## config.mk

```make
export PLATFORM = sky130hd
export DESIGN_NAME = pzi_ctrl
export DESIGN_NICKNAME = d
export VERILOG_FILES = /design/src/pzi_pkg.sv /design/src/pzi_ctrl.sv
export SDC_FILE = /design/constraint.sdc
export NUM_CORES = 1
export LEC_CHECK = 0
export ABC_AREA = 0
export ABC_CLOCK_PERIOD_IN_PS = 1700
export BUFFER_PORTS_ARGS = -buffer_cell sky130_fd_sc_hd__buf_2
export CORE_MARGIN = 4
export CORE_UTILIZATION = 34
export DETAILED_ROUTE_END_ITERATION = 16
export SYNTH_ARGS = -nofsm -noshare
export SYNTH_HDL_FRONTEND = slang
export SYNTH_SLANG_ARGS = --single-unit
```

## constraint.sdc

```tcl
create_clock -name aclk -period 1.7 [get_ports aclk]
set_input_delay 0.34 -clock aclk [delete_from_list [all_inputs] [get_ports aclk]]
set_output_delay 0.34 -clock aclk [all_outputs]
set_load 0.01 [all_outputs]
```

## src/pzi_pkg.sv

```systemverilog
// ----------------------------------------------------------------------------
// pzi_pkg
// Shared types, codes and saturation helpers for the pan/zoom camera block.
// ----------------------------------------------------------------------------
package pzi_pkg;

    localparam int CfgW    = 24;
    localparam int CfgAddrW = 3;
    localparam int InDataW  = 136;
    localparam int OutDataW = 88;
    localparam int DivBits  = 46;

    localparam logic [CfgAddrW-1:0] REG_MIN_SCALE  = 3'd0;
    localparam logic [CfgAddrW-1:0] REG_MAX_SCALE  = 3'd1;
    localparam logic [CfgAddrW-1:0] REG_SCALE_FRIC = 3'd2;
    localparam logic [CfgAddrW-1:0] REG_DRAG_FRIC  = 3'd3;
    localparam logic [CfgAddrW-1:0] REG_WIN_W      = 3'd4;
    localparam logic [CfgAddrW-1:0] REG_WIN_H      = 3'd5;

    localparam logic [1:0] ACT_TICK     = 2'd0;
    localparam logic [1:0] ACT_IMPULSE  = 2'd1;
    localparam logic [1:0] ACT_VELOCITY = 2'd2;

    localparam logic signed [23:0] ZoomRunLimit = 24'sd32768;
    localparam logic [63:0]        SpeedSqLimit = 64'd225 << 32;

    typedef enum logic [4:0] {
        S_IDLE, S_DECODE, S_Z1, S_Z2, S_Z3, S_ZD1, S_ZD2, S_ZD3, S_ZD4, S_Z4,
        S_P1, S_P2, S_P3, S_P4, S_P5, S_P6, S_P7, S_P8, S_P9, S_OUT
    } state_t;

    typedef enum logic [3:0] {
        M_NONE, M_RATE_DT, M_DT_SFR, M_RATE_K, M_AX2, M_AY2,
        M_VX_DT, M_VY_DT, M_DT_DFR, M_VX_K, M_VY_K
    } mul_op_t;

    typedef enum logic [3:0] {
        U_NONE, U_SNEW, U_K, U_QOLD, U_POSX_Z, U_POSY_Z, U_RATE,
        U_SQ, U_POSX_P, U_POSY_P, U_VELX, U_VELY
    } upd_op_t;

    typedef struct packed {
        logic    load;
        mul_op_t mul;
        upd_op_t upd;
        logic    div_start;
        logic    div_y;
        logic    div_new;
        logic    out_load;
    } cmd_t;

    typedef struct packed {
        logic is_tick;
        logic zoom_go;
        logic pan_go;
        logic div_done;
    } status_t;

    function automatic logic signed [31:0] sat32(input logic signed [47:0] x);
        if (x > 48'sd2147483647) begin
            return 32'sh7FFFFFFF;
        end else if (x < -48'sd2147483648) begin
            return 32'sh80000000;
        end
        return x[31:0];
    endfunction

    function automatic logic signed [23:0] sat24(input logic signed [47:0] x);
        if (x > 48'sd8388607) begin
            return 24'sh7FFFFF;
        end else if (x < -48'sd8388608) begin
            return 24'sh800000;
        end
        return x[23:0];
    endfunction

endpackage

```

## src/pzi_ctrl.sv

```systemverilog
// ----------------------------------------------------------------------------
// pzi_ctrl
// Sequencer: steps the shared multiplier and divider through one tick.
// ----------------------------------------------------------------------------
module pzi_ctrl
    import pzi_pkg::*;
(
    input  logic    aclk,
    input  logic    aresetn,
    input  logic    s_tvalid,
    output logic    s_tready,
    output logic    m_tvalid,
    input  logic    m_tready,
    input  status_t status,
    output cmd_t    cmd
);

    state_t state_reg, state_next;
    logic   mvalid_reg, mvalid_next;
    logic   out_free;

    assign out_free = !mvalid_reg || m_tready;

    always_comb begin
        state_next = state_reg;
        case (state_reg)
            S_IDLE:   if (s_tvalid) state_next = S_DECODE;
            S_DECODE: begin
                if (!status.is_tick) state_next = S_OUT;
                else if (status.zoom_go) state_next = S_Z1;
                else state_next = S_P1;
            end
            S_Z1:  state_next = S_Z2;
            S_Z2:  state_next = S_Z3;
            S_Z3:  state_next = S_ZD1;
            S_ZD1: if (status.div_done) state_next = S_ZD2;
            S_ZD2: if (status.div_done) state_next = S_ZD3;
            S_ZD3: if (status.div_done) state_next = S_ZD4;
            S_ZD4: if (status.div_done) state_next = S_Z4;
            S_Z4:  state_next = S_P1;
            S_P1:  state_next = S_P2;
            S_P2:  state_next = S_P3;
            S_P3:  state_next = status.pan_go ? S_P4 : S_OUT;
            S_P4:  state_next = S_P5;
            S_P5:  state_next = S_P6;
            S_P6:  state_next = S_P7;
            S_P7:  state_next = S_P8;
            S_P8:  state_next = S_P9;
            S_P9:  state_next = S_OUT;
            S_OUT: if (out_free) state_next = S_IDLE;
            default: state_next = S_IDLE;
        endcase
    end

    always_comb begin
        cmd         = '0;
        cmd.mul     = M_NONE;
        cmd.upd     = U_NONE;
        s_tready    = 1'b0;
        mvalid_next = mvalid_reg && !m_tready;
        case (state_reg)
            S_IDLE: begin
                s_tready = 1'b1;
                cmd.load = s_tvalid;
            end
            S_Z1: cmd.mul = M_RATE_DT;
            S_Z2: begin
                cmd.upd = U_SNEW;
                cmd.mul = M_DT_SFR;
            end
            S_Z3: begin
                cmd.upd       = U_K;
                cmd.div_start = 1'b1;
            end
            S_ZD1: if (status.div_done) begin
                cmd.upd       = U_QOLD;
                cmd.div_start = 1'b1;
                cmd.div_new   = 1'b1;
            end
            S_ZD2: if (status.div_done) begin
                cmd.upd       = U_POSX_Z;
                cmd.div_start = 1'b1;
                cmd.div_y     = 1'b1;
            end
            S_ZD3: if (status.div_done) begin
                cmd.upd       = U_QOLD;
                cmd.div_start = 1'b1;
                cmd.div_y     = 1'b1;
                cmd.div_new   = 1'b1;
            end
            S_ZD4: if (status.div_done) begin
                cmd.upd = U_POSY_Z;
                cmd.mul = M_RATE_K;
            end
            S_Z4: cmd.upd = U_RATE;
            S_P1: cmd.mul = M_AX2;
            S_P2: begin
                cmd.upd = U_SQ;
                cmd.mul = M_AY2;
            end
            S_P4: cmd.mul = M_DT_DFR;
            S_P5: begin
                cmd.upd = U_K;
                cmd.mul = M_VX_DT;
            end
            S_P6: begin
                cmd.upd = U_POSX_P;
                cmd.mul = M_VY_DT;
            end
            S_P7: begin
                cmd.upd = U_POSY_P;
                cmd.mul = M_VX_K;
            end
            S_P8: begin
                cmd.upd = U_VELX;
                cmd.mul = M_VY_K;
            end
            S_P9: cmd.upd = U_VELY;
            S_OUT: if (out_free) begin
                cmd.out_load = 1'b1;
                mvalid_next  = 1'b1;
            end
            default: ;
        endcase
    end

    always_ff @(posedge aclk) begin
        if (!aresetn) begin
            state_reg  <= S_IDLE;
            mvalid_reg <= 1'b0;
        end else begin
            state_reg  <= state_next;
            mvalid_reg <= mvalid_next;
        end
    end

    assign m_tvalid = mvalid_reg;

endmodule

```

==> results.md <==
- Gr usage total: 0.169
- Combinational family with the most area after synthesis: simple AND/OR/NAND/NOR gates
- Final setup fails: 7
- I/O Pins: 23
- Startpoint type of the worst setup path: flip-flop
- Worst Reg2Reg Path Length in Cells: 7
- Worst Hold Depth: 3
- Share of the synthesized area in the top cell type: 0.171
- Number of synthesized register bits: 6
- Clk root buf: clkbuf_4
- Clock slew at reported path FFs: 0.05 ns
- Die area: about 2900 µm²
- Seq pwr share: 0.152
- Layout net count: approximately 160
- Slew headroom: 0.851
- Clk_skew: between 0.0007 and 0.0008 ns
- Starting DRC count in detailed routing: 24
- Top cells by count, synth: a21oi_1 (13), nor2_1 (13), nand2_1 (12)
- R2R Setup Slk: -0.05 ns
- Worst skew pair latency: roughly 0.25 ns
- Combinational share of power: 0.791
- Pins Over Slew Limit: 0
- Final period utilization: 1.06
- Yosys Warn Count: 0
- Post-route setup slack: -0.101 ns
- Crit path kind: flip-flop to primary output
- Post-synth net total: around 120
- Placer Congestion: around 0.8
- Row count: 16
- Internal power: 1.25 mW
- Via count: 949
- Final wirelength: roughly 2500 µm
- Remaining routing DRC violations: 0
- Reg2reg start: state_reg[0]$_SDFFE_PN0P_
- Adder-cell share of the synthesized area: 0
- Crit path time final: roughly 1.8 ns
- Syn Area/Cell: between 6 and 7 µm²
- Post-synth cell types: 36
- Top cell type by total area after synthesis: dfxtp_1
- Drt via density: around 5.5
- Synth async-reset ratio: 0
- Clk buf depth: 2
- Share of cells above drive strength 1: 0.524
- Peak VDD IR: roughly 1.1 mV
- Drt pass-1 iters: 4
- Top_reg_cell synth: dfxtp_1
- Dominant cells by area after synthesis: dfxtp_1 (17%), a21oi_1 (9.2%), nor2_1 (6.9%)
- First-pass GRT wire length: approximately 3500 µm
- Sink Count: 6
- Antenna violations before repair: 0
- Mapped Area: between 700 and 800 µm²
- Simple logic cell fraction of the synthesized area: 0.391
- Worst min path class: input pin to flip-flop
- Worst-path fanout max: 4
- Sequential share of the synthesized area: 0.171
- Fin util: 0.587
- Cell leakage power: about 0.54 nW
- Fill count: approximately 190
- Switching share of power: 0.479
- Syn Inst Count: about 110
- Pwr per Cell Area: a little over 2000 nW/µm²
- Worst Hold End: state_reg[4]$_SDFFE_PN0P_
- CTS Hold Bufs: 0
- Status: complete, but fails checks
- Fmax: 555 MHz
- HPWL after DPL: roughly 1700 µm
- RSZ-0062 raised after global routing: true
- Mux contribution to synthesized area: 0.0160
- Pre-CTS setup slack: approximately 0.011 ns
- Failing checks: negative setup slack
- CTS tree: yes
- Tot Pwr: 2.39 mW
- Final hold vios: 0
- Synth Area in Compound Gates: 0.329
- XOR/XNOR share of the synthesized area: 0.0124
- Antenna Nets Post-Route: 0
- Largest net degree at the start of global routing: 15
- Die extent in x: approximately 54 µm
- ANT cells: 0
- CP endpoint kind: primary output
- CP required: 1.36 ns
- Worst-margin pin slew: around 0.22 ns
- Clk network pwr share: 0.057
- Placeable Area: 1960 µm²
- Die Ht: roughly 54 µm
- Net Switching: about 1.1 mW
- Hold path start: aresetn
- Max cap viols: 0
- Overflow after GRT: 0
- Area grow syn2layout: 63.4%
- Vias in the first global route: between 700 and 800
- Number of H-tree levels: 1
- Arr. time, crit path: roughly 1.5 ns
- Max FFs per register: 5
- EDFF count, synth: 0
- WL/cell: between 10 and 15 µm
- # port buffers: 22
- Reg-to-reg endpoint: state_reg[3]$_SDFFE_PN0P_
- Starting Density: 0.359
- CTS Buf Count: 3
## worst max path at each step
stage / depth (start not counted) / slack, ns / start / to
6_report: 7 / -0.10 / state_reg[0]$_SDFFE_PN0P_ / cmd[9]
5_1_grt: 6 / -0.19 / state_reg[1]$_SDFFE_PN0P_ / cmd[5]
4_1_cts: 7 / -0.04 / state_reg[2]$_SDFFE_PN0P_ / cmd[9]
3_5_place_dp: 5 / 0.01 / state_reg[1]$_SDFFE_PN0P_ / state_reg[3]$_SDFFE_PN0P_
3_3_place_gp: 5 / -0.002 / state_reg[1]$_SDFFE_PN0P_ / state_reg[0]$_SDFFE_PN0P_
2_1_floorplan: 6 / 0.06 / state_reg[0]$_SDFFE_PN0P_ / cmd[8]
## placed cells by master, fill, tap and decap left out, types with 3 or more instances in the layout
cell type,instances
buf_2,22
buf_4,15
a21oi_1,13
nor2_1,11
nand2_1,9
buf_6,9
inv_1,4
nand2b_1,4
dfxtp_4,4
o22ai_1,3
nand2_2,3
a31oi_1,3
nor2b_1,3
nor3_1,3
clkbuf_4,3
## worst max-delay path, stage by stage, from the launching register on
cell	delay (ns)
dfxtp_4	0.36
buf_6	0.12
nor3_4	0.20
nand2_2	0.09
nand2_2	0.07
a22oi_2	0.06
o32ai_2	0.13
buf_2	0.18
## cell families after synthesis
kind of cell | count (synthesis)
muxes | 1
xor gates and xnor gates | 1
and+or+nand+nor | 52
AOI/OAI and AO/OA | 34
buffers and inverters | 14
DFF | 6
## stage by stage
stage	std cells	setup TNS [ns]	hold slack, ns	instance area, µm²
floorplan	108	0	0.456	704
global placement	163	-0.00236	0.497	926
detailed placement	163	0	0.520	926
CTS	170	-0.116	0.336	1030
global route	174	-1.02	0.345	1150
finish	174	-0.301	0.339	1150
## cell type report
cell class / count / area, µm² / area share
well taps: 27 / 33.8 / 0.0293
multi-input cells: 88 / 619 / 0.538
flip-flops and latches: 6 / 136 / 0.118
clock buffers: 3 / 22.5 / 0.0196
inverters: 4 / 15.0 / 0.0130
repair buffers: 46 / 324 / 0.282
## power groups by stage
stage,clock (mW),combinational (mW),sequential [mW]
after floorplan,0,1.00,0.234
after global placement,0,1.42,0.330
after detailed placement,0,1.44,0.327
after CTS,0.136,1.59,0.339
after global routing,0.147,2.02,0.373
final,0.137,1.89,0.363
## timing repair
action | 4_1_cts | 5_1_grt
pin swaps | 10 | 6
buffers inserted | 4 | 4
endpoints found under the setup margin | 15 | 14
resized for setup | 17 | 22
## per-layer routing
metal	up-vias	part of all wire	track usage
met2	37	0.51	0.286
met1	445	0.42	0.217
met3	0	0.067	0.0507
met4	0	0	0.0128
li1	467	-	-
met5	-	0	0
Note: power is estimated with default switching activity, not from simulation.
